### src/sv/cdt_pkg.sv
package cdt_pkg;

  // Token kinds carried on the result channel.
  typedef enum logic [1:0] {
    KIND_OP   = 2'd0,
    KIND_INT  = 2'd1,
    KIND_REAL = 2'd2,
    KIND_ERR  = 2'd3
  } kind_t;

  // Token assembler state, one-hot.
  typedef enum logic [6:0] {
    FORM_IDLE = 7'b0000001,
    FORM_ESC  = 7'b0000010,
    FORM_POS  = 7'b0000100,
    FORM_NEG  = 7'b0001000,
    FORM_I16  = 7'b0010000,
    FORM_I32  = 7'b0100000,
    FORM_REAL = 7'b1000000
  } form_t;

  // Byte codes and operand constants of the dictionary encoding.
  localparam logic [7:0]  LAST_OP_BYTE  = 8'd21;
  localparam logic [7:0]  ESC_BYTE      = 8'd12;
  localparam logic [7:0]  I16_BYTE      = 8'd28;
  localparam logic [7:0]  I32_BYTE      = 8'd29;
  localparam logic [7:0]  REAL_BYTE     = 8'd30;
  localparam logic [7:0]  SMALL_LO      = 8'd32;
  localparam logic [7:0]  SMALL_HI      = 8'd246;
  localparam logic [7:0]  POS_LO        = 8'd247;
  localparam logic [7:0]  POS_HI        = 8'd250;
  localparam logic [7:0]  NEG_LO        = 8'd251;
  localparam logic [7:0]  NEG_HI        = 8'd254;
  localparam logic [31:0] SMALL_BIAS    = 32'd139;
  localparam logic [31:0] TWO_BYTE_BIAS = 32'd108;
  localparam logic [3:0]  REAL_TERM     = 4'hF;
  localparam logic [2:0]  I16_LEN       = 3'd2;
  localparam logic [2:0]  I32_LEN       = 3'd4;

  // One result token.
  typedef struct packed {
    kind_t              token_kind;
    logic [7:0]         operator_code;
    logic               escaped_operator;
    logic signed [31:0] int_value;
    logic [7:0]         real_byte;
    logic               real_end;
    logic               dict_end;
  } token_t;

endpackage

### src/sv/cdt_if.sv
// Byte channel into the tokenizer.
interface cdt_byte_if;
  logic       valid;
  logic       ready;
  logic [7:0] data_byte;
  logic       last_byte;

  modport source (output valid, output data_byte, output last_byte, input ready);
  modport sink   (input valid, input data_byte, input last_byte, output ready);
endinterface

// Token channel out of the tokenizer.
interface cdt_token_if;
  logic               valid;
  logic               ready;
  cdt_pkg::kind_t     token_kind;
  logic [7:0]         operator_code;
  logic               escaped_operator;
  logic signed [31:0] int_value;
  logic [7:0]         real_byte;
  logic               real_end;
  logic               dict_end;

  modport source (output valid, output token_kind, output operator_code,
                  output escaped_operator, output int_value, output real_byte,
                  output real_end, output dict_end, input ready);
  modport sink   (input valid, input token_kind, input operator_code,
                  input escaped_operator, input int_value, input real_byte,
                  input real_end, input dict_end, output ready);
endinterface

### src/sv/cff_dict_tokenizer_top.sv
// Font DICT tokenizer: takes one dictionary byte per cycle and emits at most
// one token (operator, integer operand, raw real-operand byte or format error)
// per byte. A byte is registered on entry, decoded combinationally against the
// small token assembler state, and its token is then registered in the output
// register. Bytes that only open a token (escape, multi-byte integer prefixes,
// the real marker) are consumed without a token. Throughput is one byte per
// cycle; the input side stalls only while the output register holds a token
// that the sink has not taken.
module cff_dict_tokenizer_top (
  input  logic        clk,
  input  logic        rst,
  cdt_byte_if.sink    byte_in,
  cdt_token_if.source token_out
);
  import cdt_pkg::*;

  logic       held_valid;
  logic [7:0] held_byte;
  logic       held_last;
  logic       space;
  logic       step;
  logic       have;
  token_t     token;

  // A held byte is consumed whenever the output register can take its token.
  assign step = held_valid && space;

  cdt_in_stage u_in (
    .clk        (clk),
    .rst        (rst),
    .byte_in    (byte_in),
    .take       (step),
    .held_valid (held_valid),
    .held_byte  (held_byte),
    .held_last  (held_last)
  );

  cdt_decoder u_dec (
    .clk       (clk),
    .rst       (rst),
    .step      (step),
    .data_byte (held_byte),
    .last_byte (held_last),
    .have      (have),
    .token     (token)
  );

  cdt_out_stage u_out (
    .clk       (clk),
    .rst       (rst),
    .load      (step && have),
    .token     (token),
    .space     (space),
    .token_out (token_out)
  );

endmodule

### src/sv/cdt_in_stage.sv
module cdt_in_stage (
  input  logic       clk,
  input  logic       rst,
  cdt_byte_if.sink   byte_in,
  input  logic       take,
  output logic       held_valid,
  output logic [7:0] held_byte,
  output logic       held_last
);
  import cdt_pkg::*;

  // The register accepts a new item when empty or when its item moves on.
  assign byte_in.ready = !held_valid || take;

  always_ff @(posedge clk) begin
    if (rst) begin
      held_valid <= 1'b0;
    end else if (byte_in.ready) begin
      held_valid <= byte_in.valid;
    end
  end

  always_ff @(posedge clk) begin
    if (byte_in.valid && byte_in.ready) begin
      held_byte <= byte_in.data_byte;
      held_last <= byte_in.last_byte;
    end
  end

endmodule

### src/sv/cdt_decoder.sv
module cdt_decoder (
  input  logic                clk,
  input  logic                rst,
  input  logic                step,
  input  logic [7:0]          data_byte,
  input  logic                last_byte,
  output logic                have,
  output cdt_pkg::token_t     token
);
  import cdt_pkg::*;

  form_t       pending_form, pending_form_next;
  logic [2:0]  bytes_remaining, bytes_remaining_next;
  logic [31:0] value_accumulator, value_accumulator_next;
  logic [1:0]  lead_offset, lead_offset_next;

  logic [31:0] acc_shift;
  logic [2:0]  rem_dec;
  logic [31:0] two_byte_mag;
  logic [31:0] small_val;
  logic [7:0]  pos_off, neg_off;
  logic        term;

  // Shared arithmetic for the operand forms.
  always_comb begin
    acc_shift    = {value_accumulator[23:0], data_byte};
    rem_dec      = (bytes_remaining != 3'd0) ? bytes_remaining - 3'd1 : 3'd0;
    two_byte_mag = {22'd0, lead_offset, data_byte} + TWO_BYTE_BIAS;
    small_val    = {24'd0, data_byte} - SMALL_BIAS;
    pos_off      = data_byte - POS_LO;
    neg_off      = data_byte - NEG_LO;
    term         = (data_byte[7:4] == REAL_TERM) || (data_byte[3:0] == REAL_TERM);
  end

  // Next state and token for the current byte.
  always_comb begin
    have                   = 1'b0;
    token                  = '0;
    pending_form_next      = pending_form;
    bytes_remaining_next   = bytes_remaining;
    value_accumulator_next = value_accumulator;
    lead_offset_next       = lead_offset;

    case (pending_form)
      FORM_ESC: begin
        have                   = 1'b1;
        token.token_kind       = KIND_OP;
        token.operator_code    = data_byte;
        token.escaped_operator = 1'b1;
        pending_form_next      = FORM_IDLE;
      end
      FORM_POS: begin
        have              = 1'b1;
        token.token_kind  = KIND_INT;
        token.int_value   = $signed(two_byte_mag);
        pending_form_next = FORM_IDLE;
        lead_offset_next  = 2'd0;
      end
      FORM_NEG: begin
        have              = 1'b1;
        token.token_kind  = KIND_INT;
        token.int_value   = $signed(32'd0 - two_byte_mag);
        pending_form_next = FORM_IDLE;
        lead_offset_next  = 2'd0;
      end
      FORM_I16, FORM_I32: begin
        value_accumulator_next = acc_shift;
        bytes_remaining_next   = rem_dec;
        if (rem_dec == 3'd0) begin
          have             = 1'b1;
          token.token_kind = KIND_INT;
          if (pending_form == FORM_I16) begin
            token.int_value = $signed({{16{acc_shift[15]}}, acc_shift[15:0]});
          end else begin
            token.int_value = $signed(acc_shift);
          end
          pending_form_next      = FORM_IDLE;
          value_accumulator_next = 32'd0;
        end
      end
      FORM_REAL: begin
        have             = 1'b1;
        token.token_kind = KIND_REAL;
        token.real_byte  = data_byte;
        token.real_end   = term;
        if (term) begin
          pending_form_next = FORM_IDLE;
        end
      end
      default: begin
        // Start of a new token.
        pending_form_next      = FORM_IDLE;
        bytes_remaining_next   = 3'd0;
        value_accumulator_next = 32'd0;
        lead_offset_next       = 2'd0;
        if (data_byte <= LAST_OP_BYTE && data_byte != ESC_BYTE) begin
          have                = 1'b1;
          token.token_kind    = KIND_OP;
          token.operator_code = data_byte;
        end else if (data_byte == ESC_BYTE) begin
          pending_form_next = FORM_ESC;
        end else if (data_byte >= SMALL_LO && data_byte <= SMALL_HI) begin
          have             = 1'b1;
          token.token_kind = KIND_INT;
          token.int_value  = $signed(small_val);
        end else if (data_byte >= POS_LO && data_byte <= POS_HI) begin
          pending_form_next = FORM_POS;
          lead_offset_next  = pos_off[1:0];
        end else if (data_byte >= NEG_LO && data_byte <= NEG_HI) begin
          pending_form_next = FORM_NEG;
          lead_offset_next  = neg_off[1:0];
        end else if (data_byte == I16_BYTE) begin
          pending_form_next    = FORM_I16;
          bytes_remaining_next = I16_LEN;
        end else if (data_byte == I32_BYTE) begin
          pending_form_next    = FORM_I32;
          bytes_remaining_next = I32_LEN;
        end else if (data_byte == REAL_BYTE) begin
          pending_form_next = FORM_REAL;
        end else begin
          have             = 1'b1;
          token.token_kind = KIND_ERR;
        end
      end
    endcase

    // The final byte of a dictionary closes any unfinished token as an error.
    if (last_byte) begin
      if (pending_form_next != FORM_IDLE) begin
        have                   = 1'b1;
        token                  = '0;
        token.token_kind       = KIND_ERR;
        pending_form_next      = FORM_IDLE;
        bytes_remaining_next   = 3'd0;
        value_accumulator_next = 32'd0;
        lead_offset_next       = 2'd0;
      end
      token.dict_end = 1'b1;
    end
  end

  // Assembler state advances once per consumed byte.
  always_ff @(posedge clk) begin
    if (rst) begin
      pending_form      <= FORM_IDLE;
      bytes_remaining   <= 3'd0;
      value_accumulator <= 32'd0;
      lead_offset       <= 2'd0;
    end else if (step) begin
      pending_form      <= pending_form_next;
      bytes_remaining   <= bytes_remaining_next;
      value_accumulator <= value_accumulator_next;
      lead_offset       <= lead_offset_next;
    end
  end

endmodule

### src/sv/cdt_out_stage.sv
module cdt_out_stage (
  input  logic            clk,
  input  logic            rst,
  input  logic            load,
  input  cdt_pkg::token_t token,
  output logic            space,
  cdt_token_if.source     token_out
);
  import cdt_pkg::*;

  logic   out_valid;
  token_t out_token;

  // A new token may enter when the register is empty or is being drained.
  assign space = !out_valid || token_out.ready;

  always_ff @(posedge clk) begin
    if (rst) begin
      out_valid <= 1'b0;
    end else if (space) begin
      out_valid <= load;
    end
  end

  always_ff @(posedge clk) begin
    if (space && load) begin
      out_token <= token;
    end
  end

  // Drive the result channel from the register.
  assign token_out.valid            = out_valid;
  assign token_out.token_kind       = out_token.token_kind;
  assign token_out.operator_code    = out_token.operator_code;
  assign token_out.escaped_operator = out_token.escaped_operator;
  assign token_out.int_value        = out_token.int_value;
  assign token_out.real_byte        = out_token.real_byte;
  assign token_out.real_end         = out_token.real_end;
  assign token_out.dict_end         = out_token.dict_end;

endmodule
### src/flat_wrapper.sv
// flat-port wrapper written by rule: the top's interface ports become plain ports
module cff_dict_tokenizer_top_flat import cdt_pkg::*;
  (clk, rst, byte_in_valid, byte_in_data_byte, byte_in_last_byte, byte_in_ready, token_out_valid, token_out_token_kind, token_out_operator_code, token_out_escaped_operator, token_out_int_value, token_out_real_byte, token_out_real_end, token_out_dict_end, token_out_ready);
  cdt_byte_if byte_in_i ();
  cdt_token_if token_out_i ();
  input  logic clk;
  input  logic rst;
  input wire logic [$bits(byte_in_i.valid)-1:0] byte_in_valid;
  input wire logic [$bits(byte_in_i.data_byte)-1:0] byte_in_data_byte;
  input wire logic [$bits(byte_in_i.last_byte)-1:0] byte_in_last_byte;
  output wire logic [$bits(byte_in_i.ready)-1:0] byte_in_ready;
  output wire logic [$bits(token_out_i.valid)-1:0] token_out_valid;
  output wire logic [$bits(token_out_i.token_kind)-1:0] token_out_token_kind;
  output wire logic [$bits(token_out_i.operator_code)-1:0] token_out_operator_code;
  output wire logic [$bits(token_out_i.escaped_operator)-1:0] token_out_escaped_operator;
  output wire logic [$bits(token_out_i.int_value)-1:0] token_out_int_value;
  output wire logic [$bits(token_out_i.real_byte)-1:0] token_out_real_byte;
  output wire logic [$bits(token_out_i.real_end)-1:0] token_out_real_end;
  output wire logic [$bits(token_out_i.dict_end)-1:0] token_out_dict_end;
  input wire logic [$bits(token_out_i.ready)-1:0] token_out_ready;
  assign byte_in_i.valid = byte_in_valid;
  assign byte_in_i.data_byte = byte_in_data_byte;
  assign byte_in_i.last_byte = byte_in_last_byte;
  assign byte_in_ready = byte_in_i.ready;
  assign token_out_valid = token_out_i.valid;
  assign token_out_token_kind = token_out_i.token_kind;
  assign token_out_operator_code = token_out_i.operator_code;
  assign token_out_escaped_operator = token_out_i.escaped_operator;
  assign token_out_int_value = token_out_i.int_value;
  assign token_out_real_byte = token_out_i.real_byte;
  assign token_out_real_end = token_out_i.real_end;
  assign token_out_dict_end = token_out_i.dict_end;
  assign token_out_i.ready = token_out_ready;
  cff_dict_tokenizer_top u_core (.clk(clk), .rst(rst), .byte_in(byte_in_i), .token_out(token_out_i));
endmodule
### config.mk
export PLATFORM = sky130hd
export DESIGN_NAME = cff_dict_tokenizer_top_flat
export DESIGN_NICKNAME = d
export VERILOG_FILES = /design/src/sv/cdt_pkg.sv /design/src/sv/cdt_if.sv /design/src/sv/cff_dict_tokenizer_top.sv /design/src/sv/cdt_in_stage.sv /design/src/sv/cdt_decoder.sv /design/src/sv/cdt_out_stage.sv /design/src/flat_wrapper.sv
export SDC_FILE = /design/constraint.sdc
export NUM_CORES = 1
export LEC_CHECK = 0
export BUFFER_PORTS_ARGS = -buffer_cell sky130_fd_sc_hd__buf_4
export CAP_MARGIN = 0
export CORE_AREA = 2 2 127 92
export CTS_CLUSTER_DIAMETER = 120
export DETAILED_ROUTE_END_ITERATION = 10
export DIE_AREA = 0 0 129 94
export GPL_TIMING_DRIVEN = 0
export PLACE_DENSITY = 0.69
export SYNTH_ARGS = -nofsm -noshare
export SYNTH_HDL_FRONTEND = slang
export SYNTH_SLANG_ARGS = --single-unit
### constraint.sdc
create_clock -name clk -period 13.6 [get_ports clk]
set_input_delay 0.68 -clock clk [delete_from_list [all_inputs] [get_ports clk]]
set_output_delay 0.68 -clock clk [all_outputs]
set_load 0.05 [all_outputs]
Yosys cells after proc, flatten, opt, wreduce, memory -nomap -nowiden

Index checks and enable logic that the tools add are counted.

Flip-flop bits (word level): 108
Logic and storage cells: 134

$add $sub $neg: 6
Magnitude comparators: 7
Equal/unequal tests: 14
Muxes and demuxes: 70
Reduce and logical (&&, ||, !) cells: 22

Operators with widths:

| operator                                                        | number |
|---|---|
| 2-to-1 mux 32 bit                                               | 8 |
| one-hot mux 32 bit (4 select lines)                             | 1 |
| 2-to-1 mux 53 bit                                               | 2 |
| 2-to-1 mux 7 bit                                                | 12 |
| one-hot mux 32 bit (2 select lines)                             | 1 |
| 2-to-1 mux 2 bit                                                | 15 |
| 2-to-1 mux 3 bit                                                | 10 |
| equality test 8 x 5 -> 1 bit (second input constant)            | 3 |
| less-or-equal comparator 8 bit (second input constant)          | 3 |
| one-hot mux 7 bit (3 select lines)                              | 1 |
| >= comparator 8 bit (second input constant)                     | 2 |
| one-hot mux 8 bit (2 select lines)                              | 1 |
| 2-to-1 mux 1 bit                                                | 13 |
| subtractor 1 x 11 -> 12 bit (first input constant)              | 1 |
| adder 10 x 7 -> 11 bit (second input constant)                  | 1 |
| 2-to-1 mux 9 bit                                                | 1 |
| subtractor 8 x 8 -> 9 bit (second input constant)               | 1 |
| equality test 4 bit (second input constant)                     | 2 |
| equality test 8 x 4 -> 1 bit (second input constant)            | 1 |
| >= comparator 8 x 6 -> 1 bit (second input constant)            | 1 |
| less-or-equal comparator 8 x 5 -> 1 bit (second input constant) | 1 |
| logical AND 1 bit                                               | 8 |
| 2-to-1 mux 8 bit                                                | 1 |
| != test 8 x 4 -> 1 bit (second input constant)                  | 1 |
| other kinds (21)                                                | 28 |

Depth between registers and ports, before layout

Gate-level depths: netlist of run 1.

Depth in word-level cells: 15
Mapped depth: 11
Mapped depth without buffers: 9

Modules after synthesis

A second synthesis of run 1 with hierarchy kept.

Cell total of the unflattened synthesis: 482
Area, all modules: 5,063.6 um^2

Modules (own cells, without submodules):

| module                 | instances | cells each | area each (um^2) | sequential area each (um^2) |
|---|---|---|---|---|
| cdt_decoder            | 1         | 408        | 3,079.2          | 720.7 |
| cdt_out_stage          | 1         | 58         | 1,646.6          | 1,611.5 |
| cdt_in_stage           | 1         | 14         | 325.3            | 290.3 |
| cff_dict_tokenizer_top | 1         | 2          | 12.5             | 0.0 |

Least setup slack after synthesis of run 1

Ideal clock, no wire load.

Path type: register to register
Start: reg u_core.u_in.held_byte[1]
End: reg u_core.u_out.out_token (netlist bit u_core.u_out.token_out.dict_end) (enable)
Library setup time: 0.464 ns
Arrival: 4.139 ns
Required time: 13.136 ns
Setup slack: 8.997 ns
Cell stages (with the launch flop): 11
Clock period less this slack: 4.603 ns
Path through: edfxtp_1 > clkbuf_1 > inv_1 > ha_1 > or3_1 > nand4_1 > o211ai_1 > a21oi_1 > o21a_1 > nor2_1 > nor2_1

Word-level cells in the longest chain between the ends: 15
Elaborated cells on any way between the ends: 42

RTL lines:

| item                               | line                         | RTL |
|---|---|---|
| start, declared                    | cdt_in_stage.sv:7            | `output logic [7:0] held_byte,` |
| start signal, assigned             | cdt_in_stage.sv:25           | `held_byte <= byte_in.data_byte;` |
| equality test 8 x 5 -> 1 bit       | cdt_decoder.sv:118           | `end else if (data_byte == REAL_BYTE) begin` |
| 2-to-1 mux 7 bit                   | cdt_decoder.sv:118           |  |
| 2-to-1 mux 7 bit                   | cdt_decoder.sv:115           | `end else if (data_byte == I32_BYTE) begin` |
| 2-to-1 mux 7 bit                   | cdt_decoder.sv:112           | `end else if (data_byte == I16_BYTE) begin` |
| 2-to-1 mux 7 bit                   | cdt_decoder.sv:109           | `end else if (data_byte >= NEG_LO && data_byte <= NEG_HI) begin` |
| 2-to-1 mux 7 bit                   | cdt_decoder.sv:106           | `end else if (data_byte >= POS_LO && data_byte <= POS_HI) begin` |
| 2-to-1 mux 7 bit                   | cdt_decoder.sv:102           | `end else if (data_byte >= SMALL_LO && data_byte <= SMALL_HI) begin` |
| 2-to-1 mux 7 bit                   | cdt_decoder.sv:100           | `end else if (data_byte == ESC_BYTE) begin` |
| 2-to-1 mux 7 bit                   | cdt_decoder.sv:96            | `if (data_byte <= LAST_OP_BYTE && data_byte != ESC_BYTE) begin` |
| one-hot mux 7 bit (3 select lines) | cdt_decoder.sv:44            | `case (pending_form)` |
| != test 7 x 1 -> 1 bit             | cdt_decoder.sv:129           | `if (pending_form_next != FORM_IDLE) begin` |
| 2-to-1 mux 1 bit                   | cdt_decoder.sv:129           |  |
| 2-to-1 mux 1 bit (*)               | cdt_decoder.sv:128           | `if (last_byte) begin` |
| logical AND 1 bit (*)              | cff_dict_tokenizer_top.sv:51 | `.load (step && have),` |
| logical AND 1 bit (*)              | cdt_out_stage.sv:26          | `if (space && load) begin` |
| end signal, assigned               | cdt_out_stage.sv:27          | `out_token <= token;` |
| end, declared                      | cdt_out_stage.sv:12          | `token_t out_token;` |

Every way passes the cells marked *; elsewhere a longest branch is shown, timed or not.
A chain may end at the register's enable or synchronous reset.

Worst setup path in the final report of run 1

Start: reg u_core.u_in.held_byte[2]
End: reg u_core.u_out.out_token (netlist bit u_core.u_out.token_out.int_value[1]) (enable)

Same word-level chain as after synthesis.

==> impl_metrics.yaml, run 1 <==
flow_run:
  cap_violations: 0
critical_path:
  critPathKind: "reg2reg"
  path_common_cell: "a21oi_1"
  reg2reg_depth: 11
  start_kind: "flip-flop"
  regToRegStartpoint: "u_core.u_in.held_byte[2]"
  ff2ff_setup_slack_ps: 9960
  critical_path.max_stage_delay_ps: 480
  cp.required_ps: 13640
  endpoint_kind: "flip-flop"
  r2r_end: "u_core.u_out.token_out.int_value[1]"
  crit_chain: "buf_2, inv_1, ha_1, a21oi_1, a311o_1, o211ai_1, a21oi_1, o21a_1, nor2_1, nor2_4, buf_12"
  critPathTopFamily: "compound AO/OA/AOI/OAI gates"
  crit_arrival_ps: 3680
  cpMaxStageDelayCell: "edfxtp_1"
  cp.buffers_inverters: 3
  crit_start: "u_core.u_in.held_byte[2]"
  crit_fanout: 37
clocking:
  postCtsSetupBuffers: 0
  cts_buffer_depth: 2
  cts_resized: 0
  clockRootBuffer: "clkbuf_16"
  cts_tree: "yes"
  htree_levels: 3
  clock-sinks: 100
  cts_buffers: 9
  hold_buffers: 0
  clk_latency_ps: 360
  clkTransAtPathRegs_ps: 70
layout:
  area_growth_pct: 20.0
  fillCellCount: 932
  finalNetCount: 595
  instances_no_fill: 729
  drive_gt1_share_pct: 20.0
  n_antenna_cell: 0
floorplan:
  initial_core_util_pct: 47.1
  die_h_microns: 94
  ios: 68
  die_x_microns: 129
  core_sq_um: 10900
  die_area_sq_um: 12100
  rows: 32
timing:
  drv_slew: 0
  worst_pin_slew_ps: 822
  max_slew_margin_pct: 44.8
  period_share_pct: 26.7
  hold_violations: 0
  tns_ps: 0
  skew_ps: 11.9
  worst_slack_ps: 9960
  max_freq_ghz: 0.275
  fin_crit_ps: 3640
  rsz0062_at_grt: "false"
  finalSetupViolations: 0
routing:
  vias_per_cell: 5.90
  num_vias: 4299
  route.antenna.remaining_nets: 0
  drt-wirelength-per-cell_microns: 19.1
  drt-total-wl_microns: 13900
  drcViolationCount: 0
  drt_iter0_drc: 440
  drt_pass1_iterations: 7
grt:
  gr-max-usage-layer: "met1"
  antenna_found_initial: 0
  use_met2_pct: 34.1
  grt_overflow: 0
  grt_pass1_wl_microns: 22000
  grtUsageMet1_pct: 35.7
  grt_usage_pct: 23.8
  grt_pass1_vias: 4107
  grtUsageMet3_pct: 5.64
  grt_max_degree: 38
yosys:
  ys.flop_type: "edfxtp_1"
  synthAdderAreaFrac_pct: 2.69
  yosysSeqAreaShare_pct: 51.3
  synth-seq-cells: 100
  synth_simple_gate_area_share_pct: 17.6
  yosys_warnings: 0
  ys_types: 66
  syn_avg_cell_area_sq_um: 10.4
  synth_top_family_by_area: "compound AO/OA/AOI/OAI gates"
  synth_edf_count: 62
  synthXorXnorAreaFrac_pct: 1.71
  synth_compound_area_share_pct: 22.4
  async_flop_share_pct: 0
  muxShareOfSynthArea_pct: 0
  netlist_instances: 493
  syn_nets: 517
  synthesis.area_sq_um: 5110
worst_hold_path:
  hp-start: "u_core.u_in.held_last"
  hp-class: "reg2reg"
  whs_path_depth: 0
  min_to: "u_core.u_out.token_out.dict_end"
pwr:
  cellLeakagePower_nw: 2.28
  p_per_area_nw_per_um2: 112
  ir_drop_v: 0.0000586
placed_design:
  pre_cts_slack_ps: 10010
  place_hpwl_microns: 9920
  portBuffers: 66
  gp_congestion: 0.941
  dp.cells: 713
outcome:
  status: "completed"
[cells by family (layout without fill, tap and decap cells)]
group                    count (synthesis)  count (layout)
AO/OA/AOI/OAI                          166             166
AND/OR/NAND/NOR                        161             161
flip-flops                             100             100
buffers and inverters                   45             128
adder cells (fa/ha/maj)                 11              11
XOR/XNOR                                10              10
[worst max-delay path by stage]
stage / to / slack, ps / cells past startpoint
finish: u_core.u_out.token_out.int_value[1] / 9960 / 11
CTS: u_core.u_out.token_out.int_value[7] / 9990 / 11
floorplan: u_core.u_out.token_out.dict_end / 9000 / 10
global route: u_core.u_out.token_out.int_value[5] / 9730 / 11
global placement: u_core.u_out.token_out.int_value[5] / 7500 / 10
detailed placement: u_core.u_out.token_out.int_value[5] / 10010 / 11
[power breakdown]
part           switching [mW]  internal, mW
combinational          0.0640        0.0255
sequential            0.00452         0.334
clock                   0.129         0.131
[cell type report]
class | instances | area [sq um] | share of cell area [%]
Buffer | 37 | 189 | 3.08
Sequential cell | 100 | 2620 | 42.7
Clock inverter | 7 | 81.3 | 1.33
Multi-Input combinational cell | 348 | 2280 | 37.2
Tap cell | 153 | 191 | 3.12
Clock buffer | 9 | 225 | 3.67
Inverter | 8 | 30.0 | 0.489
Timing Repair Buffer | 67 | 515 | 8.40
[cell usage in the layout, fill, tap and decap left out, types with 8 or more instances in the layout]
cell type,synthesis,final
buf_2,11,11
nand3_1,9,9
o21ai_0,23,23
nor2_1,42,41
buf_4,3,69
o21a_1,21,21
clkbuf_16,0,9
nand2_1,26,26
ha_1,11,11
edfxtp_1,62,62
clkbuf_1,19,19
and2_1,11,11
a22o_1,24,24
dfxtp_1,38,38
inv_1,8,8
a21oi_1,45,45
and3_1,11,11
[state kept, by name, indices dropped and copies added (netlist names), 2 cells and up]
name / count
u_core.u_dec.pending_form: 7
u_core.u_out.token_out.token_kind: 2
u_core.u_out.token_out.int_value: 32
u_core.u_out.token_out.real_byte: 8
u_core.u_out.token_out.operator_code: 8
u_core.u_dec.value_accumulator: 24
u_core.u_dec.bytes_remaining: 3
u_core.u_in.held_byte: 8
u_core.u_dec.lead_offset: 2
[cell usage after synthesis, types with 6 or more instances]
library cell	number	area share [%]
nand3b_1	6	0.88
edfxtp_1	62	36
o211ai_1	6	0.88
o21ai_0	23	2.3
and3_1	11	1.3
a21oi_1	45	4.4
dfxtp_1	38	15
buf_2	11	1.1
and2_1	11	1.3
nor3_1	7	0.69
nand2_1	26	1.9
o21a_1	21	3.1
inv_1	8	0.59
nor2_1	42	3.1
nor2b_1	7	0.86
clkbuf_1	19	1.4
nand3_1	9	0.88
nand4_1	6	0.73
nand2b_1	7	0.86
a22o_1	24	4.1
ha_1	11	2.7
[per-layer routing]
metal	vias up	share of wire, %
li1	2018	-
met1	2078	49
met2	185	42
met3	18	7.7
met4	0	1.4
met5	-	0
[through the flow]
stage / utilization (%) / instance area, sq um / total power, mW / hold slack [ps]
after CTS: 56.5 / 6130 / 0.691 / 456
after global placement: 53.5 / 5800 / 0.432 / 433
after detailed placement: 53.7 / 5830 / 0.434 / 439
final: 56.5 / 6130 / 0.688 / 453
after floorplan: - / 5110 / 0.405 / 424
after global routing: 56.5 / 6130 / 0.711 / 482
Note: power is estimated with default switching activity, not from simulation.
==> inputs of run 2 (changes only) <==
Settings changed: PLACE_DENSITY 0.69 to 0.72.
Clock period 13.6 ns to 3.1 ns, I/O delays scaled along.
==> run 2 against run 1 <==
Against the previous run: worst setup slack got worse by 9900 ps; largest power group unchanged; utilization increased by 2.7 points; sequential share of layout area decreased by 1.9 points; fmax grew 21%; clock skew increased by 1.8 ps; power grew to 4.4 times the previous value; register-to-register slack lost 9900 ps; count of clock-buffer cells in the layout unchanged.
==> impl_metrics.yaml, run 2 (same netlist as run 1, synthesis figures left out) <==
grt:
  grt_pass1_vias: 4278
  grt_pass1_wl_microns: 23200
  grt_usage_pct: 25.4
  grt_max_degree: 20
  antenna_found_initial: 0
  grt_overflow: 0
floorplan:
  rows: 32
  ios: 68
  die_x_microns: 129
  die_h_microns: 94
  core_sq_um: 10900
  die_area_sq_um: 12100
  initial_core_util_pct: 47.1
critical_path:
  crit_fanout: 10
  crit_start: "u_core.u_in.held_byte[2]"
  reg2reg_depth: 12
  critical_path_depth: 12
  cp.required_ps: 3170
  crit_arrival_ps: 3070
  critPathKind: "reg2reg"
  critPathTopFamily: "compound AO/OA/AOI/OAI gates"
  crit_end: "u_core.u_out.token_out.int_value[25]"
  cpMaxStageDelayCell: "edfxtp_1"
  ff2ff_setup_slack_ps: 100
  regToRegStartpoint: "u_core.u_in.held_byte[2]"
  critical_path.max_stage_delay_ps: 490
  r2r_end: "u_core.u_out.token_out.int_value[25]"
  endpoint_kind: "flip-flop"
  cp.buffers_inverters: 4
  crit_chain: "buf_6, inv_1, ha_1, a21oi_4, a311o_1, o211ai_1, a21oi_2, o21a_1, nor2_4, buf_12, nor2_4, buf_12"
  start_kind: "flip-flop"
placed_design:
  portBuffers: 66
  place_hpwl_microns: 9880
  gp_congestion: 0.950
  pre_cts_slack_ps: -1010
layout:
  area_growth_pct: 25.6
  fin_util_pct: 59.2
  layout_common_cells: "buf_4, edfxtp_1, a21oi_1, nor2_1, dfxtp_1"
  largest_reg_flops: 32
  final_common_cell: "buf_4"
  n_antenna_cell: 0
  drive_gt1_share_pct: 22.7
  finalNetCount: 619
pwr:
  finalPower_mw: 3.04
  cellLeakagePower_nw: 2.40
  p_per_area_nw_per_um2: 474
  ir_drop_v: 0.000244
timing:
  worst_pin_slew_ps: 1090
  drv_slew: 0
  worst_slack_ps: 104
  fin_crit_ps: 3000
  max_slew_margin_pct: 27.2
  rsz0062_at_grt: "false"
  finalSetupViolations: 0
  max_freq_ghz: 0.334
  hold_violations: 0
  whs_ps: 36.9
  skew_ps: 13.8
  period_share_pct: 96.7
flow_run:
  cap_violations: 0
clocking:
  clkTransAtPathRegs_ps: 80
  clock-sinks: 100
  htree_levels: 3
  cts_buffers: 9
  cts_buffer_depth: 2
  cts_tree: "yes"
  clk_latency_ps: 360
  clockRootBuffer: "clkbuf_16"
routing:
  drt_pass1_iterations: 5
  drcViolationCount: 0
  vias_per_cell: 5.97
  num_vias: 4494
  drt-total-wl_microns: 14900
  route.antenna.remaining_nets: 0
  drt_iter0_drc: 478
  drt-wirelength-per-cell_microns: 19.7
outcome:
  status: "completed"
worst_hold_path:
  hp-class: "in2reg"
[run 2: how the worst min path moves through the flow]
stage	start	slack [ps]	depth (start not counted)	to
floorplan	byte_in_data_byte[0]	250	0	u_core.u_in.held_byte[0]
CTS	byte_in_valid	30	3	u_core.u_in.held_valid
global route	byte_in_valid	70	3	u_core.u_in.held_valid
detailed placement	byte_in_data_byte[0]	330	1	u_core.u_in.held_byte[0]
finish	byte_in_valid	40	3	u_core.u_in.held_valid
global placement	byte_in_data_byte[7]	330	1	u_core.u_in.held_byte[7]
[run 2: timing repair]
action                                  in CTS  in global routing
resized for setup                            7                 11
endpoints found under the hold margin        9                  0
pin swaps                                    4                  3
endpoints found under the setup margin      57                 84
hold buffers                                 9                  0
cloned                                       3                  0
buffers inserted                             8                  5
[run 2: tightest hold or removal path, delay by kind of cell]
family	cells	cell delay (ps)
AND/OR/NAND/NOR	1	80
buffers and inverters	1	80
AO/OA/AOI/OAI	1	30
[run 2: final cells by class]
| class | instances | area, sq um |
|---|---|---|
| fillers | 920 | 4430 |
| flip-flops and latches | 100 | 2620 |
| multi-input cells | 351 | 2350 |
| repair buffers | 88 | 733 |
| clock buffers | 9 | 225 |
| plain buffers | 37 | 208 |
| well taps | 153 | 191 |
| clock inverters | 7 | 66.3 |
| inverters | 8 | 30.0 |
[run 2: layer usage]
layer	up-vias	GRT usage (%)	share of wire (%)
met5	-	0.452	0
met4	0	9.33	2.5
met3	29	7.86	9.5
met2	238	36.2	41
met1	2159	36.2	47
li1	2068	-	-
[run 2: through the flow]
stage          TNS (ps)  instances  cell area, sq um
5_1_grt               0        753              6420
4_1_cts               0        748              6340
3_5_place_dp     -53530        712              5810
3_3_place_gp     -46280        712              5810
2_1_floorplan         0        493              5120
6_report              0        753              6420
[run 2: where the power goes]
part / switching, mW / internal, mW / total, mW
logic: 0.297 / 0.139 / 0.435
clock network: 0.561 / 0.567 / 1.13
registers: 0.0182 / 1.46 / 1.48
